===== src/hw/rtl/first_spike_winner_decoder_macros.svh =====
// ---------------------------------------------------------------------------
// First-spike winner decoder: assertion macros
// Shorthand for clocked, reset-qualified implication checks.
// ---------------------------------------------------------------------------
`ifndef FIRST_SPIKE_WINNER_DECODER_MACROS_SVH
`define FIRST_SPIKE_WINNER_DECODER_MACROS_SVH

// Same-cycle implication, sampled on clk, off while arst_n is low
`define FSWD_ASSERT_IMP(lbl, ante, cons, msg) \
	lbl: assert property (@(posedge clk) disable iff (!arst_n) (ante) |-> (cons)) \
		else $error(msg);

// Next-cycle implication, sampled on clk, off while arst_n is low
`define FSWD_ASSERT_NXT(lbl, ante, cons, msg) \
	lbl: assert property (@(posedge clk) disable iff (!arst_n) (ante) |=> (cons)) \
		else $error(msg);

`endif


===== src/hw/rtl/fswd_pkg.sv =====
// ---------------------------------------------------------------------------
// fswd_pkg
// Types, widths and codes shared by the first-spike winner decoder.
// ---------------------------------------------------------------------------
package fswd_pkg;

	localparam int NUM_SLOTS    = 16;
	localparam int MAX_TIES     = 16;
	localparam int TIME_BITS    = 32;
	localparam int SLOT_W       = 4;
	localparam int SLOTS_CFG_W  = 5;
	localparam int ID_W         = 31;
	localparam int WINDOW_W     = 31;
	localparam int RND_W        = 16;
	localparam int KIND_W       = 3;
	localparam int CFG_DATA_W   = 31;

	localparam logic [KIND_W-1:0] KIND_START   = 3'd0;
	localparam logic [KIND_W-1:0] KIND_SPIKE   = 3'd1;
	localparam logic [KIND_W-1:0] KIND_TIMEOUT = 3'd2;
	localparam logic [KIND_W-1:0] KIND_FORCE   = 3'd3;
	localparam logic [KIND_W-1:0] KIND_LOAD    = 3'd4;

	localparam logic CFG_WINDOW = 1'b0;
	localparam logic CFG_SLOTS  = 1'b1;

	localparam logic signed [TIME_BITS-1:0] TIME_MAX = {1'b0, {(TIME_BITS-1){1'b1}}};

	typedef struct packed {
		logic [KIND_W-1:0]           kind;
		logic [ID_W-1:0]             nrn_id;
		logic signed [TIME_BITS-1:0] time_ticks;
		logic [RND_W-1:0]            random_word;
		logic [SLOT_W-1:0]           slot_index;
	} request_t;

	typedef struct packed {
		logic                        winner_valid;
		logic [SLOT_W-1:0]           winner_slot;
		logic signed [TIME_BITS-1:0] winner_time;
		logic                        window_expired;
	} result_t;

endpackage


===== src/hw/rtl/first_spike_winner_decoder.sv =====
// ---------------------------------------------------------------------------
// first_spike_winner_decoder
// Picks the first output neuron to fire inside a decision window.
// ---------------------------------------------------------------------------
// Raise start with a request while busy is low; one result follows for every
// request, shown for a single cycle with done high, and it cannot be held
// off, so the receiver must take it then. A plain request passes through
// match, execute and reply before the block returns to idle. A request that
// decides the winner adds a read of the tie-list memory and, when more than
// one slot is tied, a bit-serial remainder of the random word by the tie
// count before that read. The id search compares all slots at once; the tie
// list lives in a synchronous memory with a registered read. No clearing pass
// runs after reset.
// ---------------------------------------------------------------------------
`include "first_spike_winner_decoder_macros.svh"

module first_spike_winner_decoder #(
	parameter int MAX_TIES = fswd_pkg::MAX_TIES
) (
	input  logic                              clk,
	input  logic                              arst_n,
	input  logic                              start,
	output logic                              busy,
	input  fswd_pkg::request_t                request,
	output logic                              done,
	output fswd_pkg::result_t                 result,
	input  logic                              cfg_wr_en,
	input  logic                              cfg_index,
	input  logic [fswd_pkg::CFG_DATA_W-1:0]   cfg_data
);

	localparam int CW  = $clog2(MAX_TIES + 1);
	localparam int TAW = (MAX_TIES > 1) ? $clog2(MAX_TIES) : 1;
	localparam int DCW = $clog2(fswd_pkg::RND_W);

	typedef enum logic [2:0] {
		S_IDLE,
		S_MATCH,
		S_EXEC,
		S_DIV,
		S_RD,
		S_PICK,
		S_REPLY
	} state_t;

	state_t state_q;

	fswd_pkg::request_t item_q;

	logic [fswd_pkg::WINDOW_W-1:0]        window_q;
	logic [fswd_pkg::SLOTS_CFG_W-1:0]     slots_q;
	logic [CW-1:0]                        tie_count_q;
	logic signed [fswd_pkg::TIME_BITS-1:0] earliest_q;
	logic signed [fswd_pkg::TIME_BITS-1:0] start_time_q;
	logic                                 decided_q;
	logic [fswd_pkg::SLOT_W-1:0]          chosen_slot_q;
	logic signed [fswd_pkg::TIME_BITS-1:0] chosen_time_q;
	logic                                 expired_q;

	logic [CW-1:0]                        rem_q;
	logic [fswd_pkg::RND_W-1:0]           dvd_q;
	logic [DCW-1:0]                       div_cnt_q;

	logic [fswd_pkg::ID_W-1:0]            id_table [fswd_pkg::NUM_SLOTS];
	logic [fswd_pkg::SLOT_W-1:0]          tie_mem [MAX_TIES];
	logic [fswd_pkg::SLOT_W-1:0]          tie_rd_q;

	// match stage results
	logic                                 found_s1;
	logic [fswd_pkg::SLOT_W-1:0]          idx_s1;
	logic                                 win_gt_s1;
	logic                                 win_ge_s1;
	logic                                 t_lt_s1;
	logic                                 t_eq_s1;

	logic                                 found;
	logic [fswd_pkg::SLOT_W-1:0]          idx;
	logic signed [fswd_pkg::TIME_BITS:0]  diff;
	logic signed [fswd_pkg::TIME_BITS:0]  window_ext;

	logic                                 restart;
	logic                                 append;
	logic                                 decide_go;
	logic                                 set_exp;
	logic                                 tie_we;
	logic [TAW-1:0]                       tie_waddr;
	logic [CW:0]                          trial;
	logic                                 accept;

	assign busy   = (state_q != S_IDLE);
	assign accept = start && !busy;
	assign done   = (state_q == S_REPLY);

	assign result.winner_valid   = decided_q;
	assign result.winner_slot    = decided_q ? chosen_slot_q : '0;
	assign result.winner_time    = decided_q ? chosen_time_q : '0;
	assign result.window_expired = expired_q;

	// Lowest slot in use that holds the requested id
	always_comb begin
		found = 1'b0;
		idx   = '0;
		for (int j = fswd_pkg::NUM_SLOTS - 1; j >= 0; j--) begin
			if ((fswd_pkg::SLOTS_CFG_W'(j) < slots_q) && (id_table[j] == item_q.nrn_id)) begin
				found = 1'b1;
				idx   = fswd_pkg::SLOT_W'(j);
			end
		end
	end

	// Exact time difference, one bit wider so it cannot wrap
	assign diff = $signed({item_q.time_ticks[fswd_pkg::TIME_BITS-1], item_q.time_ticks})
		- $signed({start_time_q[fswd_pkg::TIME_BITS-1], start_time_q});
	assign window_ext = $signed({{(fswd_pkg::TIME_BITS + 1 - fswd_pkg::WINDOW_W){1'b0}}, window_q});

	always_ff @(posedge clk) begin
		if (state_q == S_MATCH) begin
			found_s1  <= found;
			idx_s1    <= idx;
			win_gt_s1 <= (diff > window_ext);
			win_ge_s1 <= (diff >= window_ext);
			t_lt_s1   <= (item_q.time_ticks < earliest_q);
			t_eq_s1   <= (item_q.time_ticks == earliest_q);
		end
	end

	// Request decode in the execute cycle
	always_comb begin
		restart   = 1'b0;
		append    = 1'b0;
		decide_go = 1'b0;
		set_exp   = 1'b0;
		case (item_q.kind)
			fswd_pkg::KIND_SPIKE: begin
				if (!expired_q && !decided_q) begin
					if (win_gt_s1) begin
						set_exp = 1'b1;
					end else if (found_s1) begin
						if ((tie_count_q == '0) || t_lt_s1) begin
							restart = 1'b1;
						end else if (t_eq_s1) begin
							// drop ties beyond the list depth
							append = (tie_count_q < CW'(MAX_TIES));
						end else begin
							decide_go = 1'b1;
						end
					end
				end
			end
			fswd_pkg::KIND_TIMEOUT: begin
				if (!decided_q) begin
					if ((tie_count_q != '0) && !t_lt_s1) begin
						decide_go = 1'b1;
					end else if (win_ge_s1) begin
						set_exp = 1'b1;
					end
				end
			end
			fswd_pkg::KIND_FORCE: begin
				decide_go = !decided_q && (tie_count_q != '0);
			end
			default: begin
			end
		endcase
	end

	assign tie_we    = (state_q == S_EXEC) && (restart || append);
	assign tie_waddr = restart ? '0 : tie_count_q[TAW-1:0];
	assign trial     = {rem_q, dvd_q[fswd_pkg::RND_W-1]};

	// Tie list memory, registered read
	always_ff @(posedge clk) begin
		if (tie_we) begin
			tie_mem[tie_waddr] <= idx_s1;
		end
		if (state_q == S_RD) begin
			tie_rd_q <= tie_mem[rem_q[TAW-1:0]];
		end
	end

	// Id table and request hold
	always_ff @(posedge clk) begin
		if (accept) begin
			item_q <= request;
		end
		if ((state_q == S_EXEC) && (item_q.kind == fswd_pkg::KIND_LOAD)
			&& ({1'b0, item_q.slot_index} < (fswd_pkg::SLOT_W + 1)'(fswd_pkg::NUM_SLOTS))) begin
			id_table[item_q.slot_index] <= item_q.nrn_id;
		end
	end

	always_ff @(posedge clk or negedge arst_n) begin
		if (!arst_n) begin
			state_q       <= S_IDLE;
			window_q      <= '0;
			slots_q       <= '0;
			tie_count_q   <= '0;
			earliest_q    <= fswd_pkg::TIME_MAX;
			start_time_q  <= '0;
			decided_q     <= 1'b0;
			chosen_slot_q <= '0;
			chosen_time_q <= '0;
			expired_q     <= 1'b0;
			rem_q         <= '0;
			dvd_q         <= '0;
			div_cnt_q     <= '0;
		end else begin
			if (cfg_wr_en) begin
				unique case (cfg_index)
					fswd_pkg::CFG_WINDOW: window_q <= cfg_data[fswd_pkg::WINDOW_W-1:0];
					fswd_pkg::CFG_SLOTS:  slots_q  <= cfg_data[fswd_pkg::SLOTS_CFG_W-1:0];
					default: begin
					end
				endcase
			end
			unique case (state_q)
				S_IDLE: begin
					if (accept) begin
						state_q <= S_MATCH;
					end
				end
				S_MATCH: begin
					state_q <= S_EXEC;
				end
				S_EXEC: begin
					state_q <= S_REPLY;
					if (item_q.kind == fswd_pkg::KIND_START) begin
						decided_q     <= 1'b0;
						expired_q     <= 1'b0;
						tie_count_q   <= '0;
						chosen_slot_q <= '0;
						chosen_time_q <= '0;
						start_time_q  <= item_q.time_ticks;
						earliest_q    <= fswd_pkg::TIME_MAX;
					end
					if (set_exp) begin
						expired_q <= 1'b1;
					end
					if (restart) begin
						earliest_q  <= item_q.time_ticks;
						tie_count_q <= CW'(1);
					end
					if (append) begin
						tie_count_q <= tie_count_q + CW'(1);
					end
					if (decide_go) begin
						rem_q     <= '0;
						dvd_q     <= item_q.random_word;
						div_cnt_q <= DCW'(fswd_pkg::RND_W - 1);
						// a single tie needs no remainder
						state_q   <= (tie_count_q == CW'(1)) ? S_RD : S_DIV;
					end
				end
				S_DIV: begin
					if (trial >= {1'b0, tie_count_q}) begin
						rem_q <= CW'(trial - {1'b0, tie_count_q});
					end else begin
						rem_q <= trial[CW-1:0];
					end
					dvd_q     <= {dvd_q[fswd_pkg::RND_W-2:0], 1'b0};
					div_cnt_q <= div_cnt_q - DCW'(1);
					if (div_cnt_q == '0) begin
						state_q <= S_RD;
					end
				end
				S_RD: begin
					state_q <= S_PICK;
				end
				S_PICK: begin
					chosen_slot_q <= tie_rd_q;
					chosen_time_q <= earliest_q;
					decided_q     <= 1'b1;
					tie_count_q   <= '0;
					state_q       <= S_REPLY;
				end
				S_REPLY: begin
					state_q <= S_IDLE;
				end
				default: begin
					state_q <= S_IDLE;
				end
			endcase
		end
	end

	`FSWD_ASSERT_IMP(a_count_bound, 1'b1, tie_count_q <= CW'(MAX_TIES), "tie count beyond list depth")
	`FSWD_ASSERT_IMP(a_decided_empty, decided_q, tie_count_q == '0, "tie list kept after decision")
	`FSWD_ASSERT_IMP(a_pick_in_range, state_q == S_RD, rem_q < tie_count_q, "tie pick out of range")
	`FSWD_ASSERT_NXT(a_reply_frees, done, !busy, "block still busy after result")

endmodule


===== config.mk =====
export PLATFORM = sky130hd
export DESIGN_NAME = first_spike_winner_decoder
export DESIGN_NICKNAME = d
export VERILOG_FILES = /design/src/hw/rtl/fswd_pkg.sv /design/src/hw/rtl/first_spike_winner_decoder.sv
export VERILOG_INCLUDE_DIRS = /design/src /design/src/hw/rtl
export SDC_FILE = /design/constraint.sdc
export NUM_CORES = 1
export LEC_CHECK = 0
export ABC_CLOCK_PERIOD_IN_PS = 6720
export BUFFER_PORTS_ARGS = -buffer_cell sky130_fd_sc_hd__buf_2
export CORE_UTILIZATION = 60
export CTS_BUF_LIST = sky130_fd_sc_hd__clkbuf_8 sky130_fd_sc_hd__clkbuf_16
export DETAILED_ROUTE_END_ITERATION = 12
export PLACE_DENSITY = 0.87
export SLEW_MARGIN = 15
export SYNTH_ARGS = -nofsm -noshare
export SYNTH_HDL_FRONTEND = slang
export SYNTH_SLANG_ARGS = --single-unit
export TNS_END_PERCENT = 10

===== constraint.sdc =====
create_clock -name clk -period 6.72 [get_ports clk]
set_input_delay 1.008 -clock clk [delete_from_list [all_inputs] [get_ports clk]]
set_output_delay 1.008 -clock clk [all_outputs]
set_load 0.1 [all_outputs]

# Yosys cells after proc, flatten, opt, wreduce, memory -nomap -nowiden

Memories as Yosys holds them, arrays and structs flattened. A register that Yosys moved wholly into a read port is not among the register bits.
Cells that the tools add are included.

Add/subtract/negate cells: 4
$lt $le $gt $ge: 21
Eq/ne operators: 33
Mux-type cells: 73
Bitwise gates (word level): 1
Reduce and logical (&&, ||, !) cells: 51

Operators by type and width:

| operator             | count |
|---|---|
| $eq A31 B31 Y1       | 16 |
| $mux W32             | 4 |
| $pmux W32 S2         | 1 |
| $mux W4              | 12 |
| $lt A4 B5 Y1 const A | 8 |
| $ge A33 B32 Y1       | 1 |
| $gt A33 B32 Y1       | 1 |
| $sub A32 B32 Y33     | 1 |
| $eq A32 B32 Y1       | 1 |
| $lt A32 B32 Y1       | 1 |
| $pmux W16 S2         | 1 |
| $mux W1              | 31 |
| $mux W5              | 5 |
| $mux W3              | 8 |
| $logic_and A1 B1 Y1  | 22 |
| $lt A3 B5 Y1 const A | 4 |
| $pmux W5 S2          | 2 |
| $pmux W3 S6          | 1 |
| $reduce_and A2 Y1    | 9 |
| $mux W16             | 1 |
| $pmux W4 S2          | 2 |
| $reduce_or A15 Y1    | 1 |
| $eq A3 B2 Y1 const B | 4 |
| $eq A3 B3 Y1 const B | 4 |
| other kinds (27)     | 42 |

Bits in registers: 266
RAM bits: 560
Input bits: 122
Output and inout port bits: 40
Word-level logic and storage cells: 212
Memories: 2

Memories:

| memory   | depth | width | rd ports | clocked after Yosys merged registers in | wr ports | RTL line                         | text |
|---|---|---|---|---|---|---|---|
| id_table | 16    | 31    | 16       | 0                                       | 1        | first_spike_winner_decoder.sv:64 | `logic [fswd_pkg::ID_W-1:0] id_table [fswd_pkg::NUM_SLOTS];` |
| tie_mem  | 16    | 4     | 1        | 1                                       | 1        | first_spike_winner_decoder.sv:65 | `logic [fswd_pkg::SLOT_W-1:0] tie_mem [MAX_TIES];` |

# Depth between registers and ports, before layout

Gate-level depths: netlist of the first run.
An unclocked memory read counts as a cell.

Word-level depth: 18
Depth in mapped cells: 23
Depth with buffers taken out: 23

# Worst setup path before layout of the first run

OpenSTA, ideal clock, no wires.

Kind: register to register
Start point: register state_q[2]
End point: register item_q[0] in the netlist's numbering (enable)
Setup time: 0.530 ns
Arrival: 5.060 ns
Required time: 6.190 ns
Setup slack: 1.130 ns
Stages on the path, launching flop included: 4
Path buffers: 1
Clock period less this slack: 5.590 ns
Cells stage by stage: dfrtp_1 > clkbuf_1 > or3_1 > nor2_1

Cells in the longest elaborated chain, start to end: 3

RTL lines:

| what                   | RTL line                          | text |
|---|---|---|
| start, declared        | first_spike_winner_decoder.sv:46  | `state_t state_q;` |
| start signal, assigned | first_spike_winner_decoder.sv:251 | `state_q <= (tie_count_q == CW'(1)) ? S_RD : S_DIV;` |
| $reduce_bool A3 Y1     | first_spike_winner_decoder.sv:90  | `assign busy = (state_q != S_IDLE);` |
| named net busy         | first_spike_winner_decoder.sv:23  | `output logic busy,` |
| $logic_not A1 Y1       | first_spike_winner_decoder.sv:91  | `assign accept = start && !busy;` |
| $logic_and A1 B1 Y1    | first_spike_winner_decoder.sv:91  |  |
| named net accept       | first_spike_winner_decoder.sv:88  | `logic accept;` |
| end signal, assigned   | first_spike_winner_decoder.sv:184 | `item_q <= request;` |
| end, declared          | first_spike_winner_decoder.sv:48  | `fswd_pkg::request_t item_q;` |

The timed path passes the listed nets, and every way through them passes these cells.
A chain may end at the register's enable or synchronous reset.

# Final worst setup path of the first run

Start point: register item_q[22] in the netlist's numbering
End point: register win_gt_s1 (data pin)

Cells in the longest elaborated chain, start to end: 2

RTL lines:

| what                 | RTL line                          | text |
|---|---|---|
| $sub A32 B32 Y33     | first_spike_winner_decoder.sv:113 | `- $signed({start_time_q[fswd_pkg::TIME_BITS-1], start_time_q});` |
| $gt A33 B32 Y1       | first_spike_winner_decoder.sv:120 | `win_gt_s1 <= (diff > window_ext);` |
| end signal, assigned | first_spike_winner_decoder.sv:120 |  |
| end, declared        | first_spike_winner_decoder.sv:71  | `logic win_gt_s1;` |

Every way passes these cells.

==> results.sh, run 1 <==
export IMPL_outcome="finished clean"
export IMPL_synth_edff_count=659
export IMPL_drt_wirelength_per_cell_um=23.3
export IMPL_route_detailed_drc=0
export IMPL_crit_type="flop to flop"
export IMPL_cap_viol_max_count=0
export IMPL_synthArstFlopShare=0.206
export IMPL_drive_above_1_share=0.149
export IMPL_ys_ff_latch=830
export IMPL_setup_violations=0
export IMPL_io_pins=162
export IMPL_ir_worst_vdd_mv=0.412
export IMPL_clk_root_buffer_cell="clkbuf_16"
export IMPL_pre_cts_slack_ns=2.15
export IMPL_rrSetupSlack_ns=2.10
export IMPL_fin_crit_ns=4.62
export IMPL_r2r_end="win_gt_s1"
export IMPL_syn_area_mm2=0.0371
export IMPL_p_seq_frac=0.417
export IMPL_rsz0062_at_grt="false"
export IMPL_clock_sinks=830
export IMPL_holdPathEnd="dvd_q[0]"
export IMPL_finalHoldViolCount=0
export IMPL_clock_latency_ns=0.64
export IMPL_synthFlopType="edfxtp_1"
export IMPL_clock_path_buffers=3
export IMPL_synth_simple_area_share=0.0881
export IMPL_viasPerCell=6.09
export IMPL_syn2layout_area_growth_pct=12.1
export IMPL_htreeDepth=3
export IMPL_final_util=0.685
export IMPL_crit_required_ns=7.11
export IMPL_die_area_mm2=0.0628
export IMPL_holdWs_ns=0.465
export IMPL_netlist_instances=2740
export IMPL_timing_setup_tns_ns=0
export IMPL_first_pass_iters=6
export IMPL_first_global_vias=23560
export IMPL_synth_adder_area_share=0.0362
export IMPL_power_density_mw_per_mm2=392
export IMPL_yosysUniqueCellTypes=67
export IMPL_io_buffer_count=161
export IMPL_postRouteAntennaNets=0
export IMPL_synth_compound_area_share=0.0533
export IMPL_grt_max_degree=108
export IMPL_synth_area_top_cells="edfxtp_1 53%, dfrtp_1 9.5%, xor2_1 6.6%"
export IMPL_p_sw_mw=5.71
export IMPL_routabilityCongestion=0.901
export IMPL_finalWorstSetupSlack_ns=2.10
export IMPL_cts_buffers=81
export IMPL_postCtsResizedCells=0
export IMPL_worstPathArrival_ns=5.01
export IMPL_grt_overflow_total=0
export IMPL_nets=3156
export IMPL_tightest_slew_ns=1.15
export IMPL_die_x_um=251
export IMPL_clock_fmax_ghz=0.216
export IMPL_fin_crit_sh=0.688
export IMPL_p_comb_frac=0.304
export IMPL_antenna_found_initial=10
export IMPL_worst_setup_path_end_kind="flop"
export IMPL_rr_worst_depth=21
export IMPL_core_area_mm2=0.0607
export IMPL_layout_common_cells="659 x edfxtp_1, 279 x xor2_1, 241 x xnor2_1"
export IMPL_slew_headroom=0.235
export IMPL_cts_setup_buffers=0
export IMPL_cts_hold_buffers=0
export IMPL_hold_depth=2
export IMPL_fp_dieH_um=251
export IMPL_p_clk_frac=0.280
export IMPL_syn_nets=2968
export IMPL_swShare=0.350
export IMPL_report_power_total_mw=16.3
export IMPL_route_vias_total=23016
export IMPL_yosysSeqAreaShare=0.651
export IMPL_synth_top_area_frac=0.534
export IMPL_grt_pass1_wl_um=136000
export IMPL_clk_pin_slew_ns=0.06
export IMPL_crit_fanout=5
export IMPL_synthMuxAreaShare=0.0186
export IMPL_ys_warn_count=0
export IMPL_yosysTopAreaCell="edfxtp_1"
export IMPL_layout_commonest_cell="edfxtp_1"
export IMPL_slew_viol_final=0
export IMPL_start_util=0.611
export IMPL_dp_hpwl_um=56300
export IMPL_tritoncts="done"
export IMPL_synth_area_per_cell_um2=13.5
export IMPL_min_from="item_q[4]"
export IMPL_rows=90
export IMPL_internal_power_mw=10.6
export IMPL_rr_startpoint="item_q[22]"
export IMPL_hold_class="flop to flop"
export IMPL_critPathLaunchType="flop"
export IMPL_synthXorXnorAreaFrac=0.124
export IMPL_drt_total_wl_um=88300
export IMPL_grt_util_all_layers=0.285
export IMPL_p_leak_nw=15.2
export IMPL_drt_initial_drc_count=2468
export IMPL_synth_top_family_by_area="XOR/XNOR gates"
export IMPL_fin_worst_skew_ns=0.0175
## power groups by stage
stage / logic, mW / registers (mW) / clock network (mW)
after global placement: 4.69 / 6.83 / 0
after global routing: 5.39 / 6.84 / 4.78
final: 4.95 / 6.78 / 4.55
after floorplan: 3.74 / 6.66 / 0
after detailed placement: 4.87 / 6.87 / 0
after CTS: 4.93 / 6.78 / 4.61
## cell usage after synthesis (all sizes together), types with 40 or more instances
cell / number
nor4: 79
o21ai: 180
nand4: 91
and2: 40
nor2: 116
xor2: 279
buf: 73
dfrtp: 140
inv: 123
xnor2: 244
nand2: 173
edfxtp: 659
a21oi: 71
ha: 104
clkbuf: 53
nand3: 58
## worst max-delay path, cell delays in order (launching register included)
cell and delay [ns]:
edfxtp_1 0.45, ha_1 0.40, nor2b_1 0.17, o31a_1 0.27, o31a_1 0.29, o21ai_0 0.16
nand2_1 0.12, a21o_1 0.19, a21o_1 0.19, nand3_1 0.11, mux2i_1 0.09, a221oi_1 0.25
ha_1 0.31, a21oi_1 0.13, nor2_1 0.05, o311ai_0 0.26, o21ai_0 0.14, a21oi_1 0.14
o21ai_0 0.21, a21oi_1 0.25, nand2b_1 0.13, a21oi_1 0.06
## layer usage
metal | up-vias | track usage | wire length, µm
met1 | 11416 | 0.369 | 33600
li1 | 10208 | - | -
met5 | - | 0 | 37
met3 | 229 | 0.0462 | 7600
met2 | 1157 | 0.485 | 43700
met4 | 6 | 0.111 | 3340
## metrics by stage
step	std cells	area (µm²)
detailed placement	3627	38800
finish	3781	41600
floorplan	2740	37100
global placement	3627	38800
CTS	3776	41500
global route	3778	41500
## cell type report
type                            count  area (µm²)
Clock inverter                     57         459
Antenna cell                        5        12.5
Clock buffer                       92        2230
Inverter                          123         462
Sequential cell                   830       24100
Fill cell                        3825       19100
Multi-Input combinational cell   1661       12000
Tap cell                          782         978
Timing Repair Buffer              231        1340
## sequential cells by signal, summed over array words and instances (netlist names), 16 cells and up
name	cells
id_table	496
item_q	86
tie_mem	64
chosen_time_q	32
earliest_q	32
start_time_q	32
window_q	31
dvd_q	16
## kinds of logic after synthesis
| group | count (synthesis) |
|---|---|
| mux | 43 |
| buf+inv | 249 |
| compound gates | 339 |
| simple gates | 650 |
| flops | 830 |
| fa+ha+maj | 106 |
| xor+xnor | 523 |
## worst max-delay path by stage
stage / from / to / slack, ns / cells after the start
3_5_place_dp: item_q[22] / win_gt_s1 / 2.15 / 21
6_report: item_q[22] / win_gt_s1 / 2.10 / 21
5_1_grt: item_q[20] / win_gt_s1 / 1.67 / 23
4_1_cts: item_q[22] / win_gt_s1 / 2.11 / 21
2_1_floorplan: state_q[2] / item_q[0] / 1.13 / 3
3_3_place_gp: item_q[22] / win_gt_s1 / 2.13 / 21
(Power assumes the default switching activity.)
==> run 2, diff against run 1 <==
--- a/config.mk
+++ b/config.mk
@@ -6,12 +6,12 @@
 export SDC_FILE = /design/constraint.sdc
 export NUM_CORES = 1
 export LEC_CHECK = 0
-export ABC_CLOCK_PERIOD_IN_PS = 6720
+export ABC_CLOCK_PERIOD_IN_PS = 4000
 export BUFFER_PORTS_ARGS = -buffer_cell sky130_fd_sc_hd__buf_2
-export CORE_UTILIZATION = 60
+export CORE_UTILIZATION = 56
 export CTS_BUF_LIST = sky130_fd_sc_hd__clkbuf_8 sky130_fd_sc_hd__clkbuf_16
 export DETAILED_ROUTE_END_ITERATION = 12
-export PLACE_DENSITY = 0.87
+export PLACE_DENSITY = 0.85
 export SLEW_MARGIN = 15
 export SYNTH_ARGS = -nofsm -noshare
 export SYNTH_HDL_FRONTEND = slang
==> constraint.sdc (replaced) <==
create_clock -name clk -period 4 [get_ports clk]
set_input_delay 0.6 -clock clk [delete_from_list [all_inputs] [get_ports clk]]
set_output_delay 0.6 -clock clk [all_outputs]
set_load 0.1 [all_outputs]
==> run 2 against run 1 <==
Compared with the run above:
- count of clock-buffer cells in the layout increased by 5
- first-iteration DRC count increased by 5.2%
- final area increased by 3.3%
- the run now ends with negative setup slack left
- highest routed layer unchanged
- total power increased by 74%
- routed wire length increased by 4.4%
- critical path type unchanged
- clock skew increased by 0.022 ns
- hold slack got worse by 0.42 ns
==> results.sh, run 2 (synthesis gave the netlist of run 1 again) <==
export IMPL_route_vias_total=23707
export IMPL_ir_worst_vdd_mv=0.525
export IMPL_clk_root_buffer_cell="clkbuf_16"
export IMPL_hold_class="primary input to async pin"
export IMPL_cts_buffers=85
export IMPL_rows=93
export IMPL_pre_cts_slack_ns=-0.254
export IMPL_crit_type="flop to flop"
export IMPL_violations="negative setup slack"
export IMPL_start_util=0.571
export IMPL_largest_reg_flops=496
export IMPL_io_buffer_count=161
export IMPL_dp_hpwl_um=61700
export IMPL_crit_fanout=3
export IMPL_cts_hold_buffers=0
export IMPL_slew_viol_final=0
export IMPL_rsz0062_at_grt="true"
export IMPL_grt_max_degree=101
export IMPL_drt_wirelength_per_cell_um=23.1
export IMPL_die_area_mm2=0.0672
export IMPL_fin_crit_ns=4.19
export IMPL_p_seq_frac=0.401
export IMPL_drive_above_1_share=0.191
export IMPL_timing_setup_tns_ns=-0.299
export IMPL_drt_total_wl_um=92100
export IMPL_rrSetupSlack_ns=-0.19
export IMPL_clock_sinks=830
export IMPL_top_register="id_table"
export IMPL_p_leak_nw=15.9
export IMPL_top_regs="id_table x496, item_q x86, tie_mem x64"
export IMPL_core_area_mm2=0.0649
export IMPL_fin_worst_skew_ns=0.0399
export IMPL_clock_fmax_ghz=0.238
export IMPL_seqCellArea_mm2=0.0241
export IMPL_nets=3284
export IMPL_cts_setup_buffers=0
export IMPL_postRouteAntennaNets=0
export IMPL_tightest_slew_ns=1.14
export IMPL_setup_violations=2
export IMPL_viasPerCell=5.94
export IMPL_finalWorstSetupSlack_ns=-0.193
export IMPL_route_detailed_drc=0
export IMPL_antenna_found_initial=4
export IMPL_multi_input_area_mm2=0.0120
export IMPL_grt_pass1_wl_um=141000
export IMPL_layout_common_cells="659 x edfxtp_1, 279 x xor2_1, 241 x xnor2_1"
export IMPL_critPathLaunchType="flop"
export IMPL_place_inst=3824
export IMPL_cap_viol_max_count=0
export IMPL_rr_worst_depth=20
export IMPL_worstPathArrival_ns=4.54
export IMPL_swShare=0.350
export IMPL_holdWs_ns=0.0478
export IMPL_power_density_mw_per_mm2=660
export IMPL_clock_path_buffers=3
export IMPL_syn2layout_area_growth_pct=15.8
export IMPL_first_global_vias=24307
export IMPL_io_pins=162
export IMPL_clock_latency_ns=0.64
export IMPL_grt_overflow_total=0
export IMPL_drt_initial_drc_count=2597
export IMPL_worst_setup_path_end_kind="flop"
export IMPL_die_x_um=259
export IMPL_fp_dieH_um=259
export IMPL_finalHoldViolCount=0
export IMPL_tritoncts="done"
export IMPL_routabilityCongestion=0.938
export IMPL_grt_util_all_layers=0.278
export IMPL_slew_headroom=0.238
export IMPL_fill_cells=4290
export IMPL_p_clk_frac=0.276
export IMPL_final_util=0.661
export IMPL_instances_no_fill=3988
export IMPL_first_pass_iters=6
export IMPL_htreeDepth=3
export IMPL_internal_power_mw=18.4
export IMPL_p_comb_frac=0.323
export IMPL_layout_commonest_cell="edfxtp_1"
export IMPL_placed_area_mm2=0.0400
export IMPL_p_sw_mw=9.92
export IMPL_report_power_total_mw=28.3
export IMPL_rr_startpoint="item_q[22]"
export IMPL_crit_required_ns=4.34
export IMPL_clk_pin_slew_ns=0.06
export IMPL_fin_crit_sh=1.05
export IMPL_r2r_end="win_gt_s1"
export IMPL_finalInstanceArea_mm2=0.0429
export IMPL_outcome="complete, but fails checks"
## run 2: cell types whose count changed in the layout (fill, tap and decap cells not counted), moves of 2 or more
cell      change
buf_12       +12
o21ai_0       -4
inv_1         -3
clkinv_2      +7
diode_2       +2
a21oi_2       +2
clkinv_8      +2
o21ai_1       +3
a21oi_1       -2
clkinv_1      -5
buf_4       +112
clkbuf_8      +5
## run 2: timing repair
action,CTS,global route
gates cloned,0,0
endpoints found under the setup margin,2,2
resized for setup,13,7
pin swaps,3,1
## run 2: area by class of cell
class                           instances  share of cell area
Sequential cell                       830               0.562
Inverter                              123              0.0108
Multi-Input combinational cell       1661               0.280
Tap cell                              855              0.0249
Antenna cell                            7            0.000408
Timing Repair Buffer                  355              0.0564
Clock inverter                         60              0.0116
Clock buffer                           97              0.0537
## run 2: layer usage
layer	share of wire	track usage	vias up
met2	0.49	0.459	1265
met3	0.093	0.0490	259
met4	0.045	0.127	2
met1	0.38	0.360	11699
li1	-	-	10482
met5	0.00011	0	-
## run 2: critical path, stage by stage, from the launching register on
cell and delay, ns:
edfxtp_1 0.40, ha_1 0.32, nor2b_1 0.14, o31a_1 0.27
o31a_1 0.29, o21ai_1 0.14, nand2_1 0.10, a21o_1 0.19
a21o_1 0.21, nand3_2 0.09, mux2i_1 0.21, a221oi_2 0.05
ha_1 0.32, buf_4 0.11, nand4_1 0.10, nor2_2 0.13
buf_4 0.12, nand2_1 0.08, or4_4 0.49, nand2b_1 0.09
a21oi_1 0.06
## run 2: how the worst max path moves through the flow
stage | startpoint | to | slack (ns) | depth (start not counted)
3_5_place_dp | item_q[20] | win_gt_s1 | -0.25 | 20
4_1_cts | item_q[20] | win_gt_s1 | -0.18 | 23
5_1_grt | item_q[22] | win_gt_s1 | -0.44 | 21
2_1_floorplan | state_q[2] | id_table[4][0] | -0.17 | 9
3_3_place_gp | item_q[20] | win_gt_s1 | -0.35 | 23
6_report | item_q[22] | win_gt_s1 | -0.19 | 20
## run 2: power groups by stage
stage	sequential (mW)	combinational, mW	clock, mW
finish	11.4	9.15	7.82
global route	11.4	9.93	8.25
CTS	11.3	9.05	7.90
detailed placement	11.5	8.87	0
global placement	11.4	8.56	0
floorplan	11.2	6.29	0
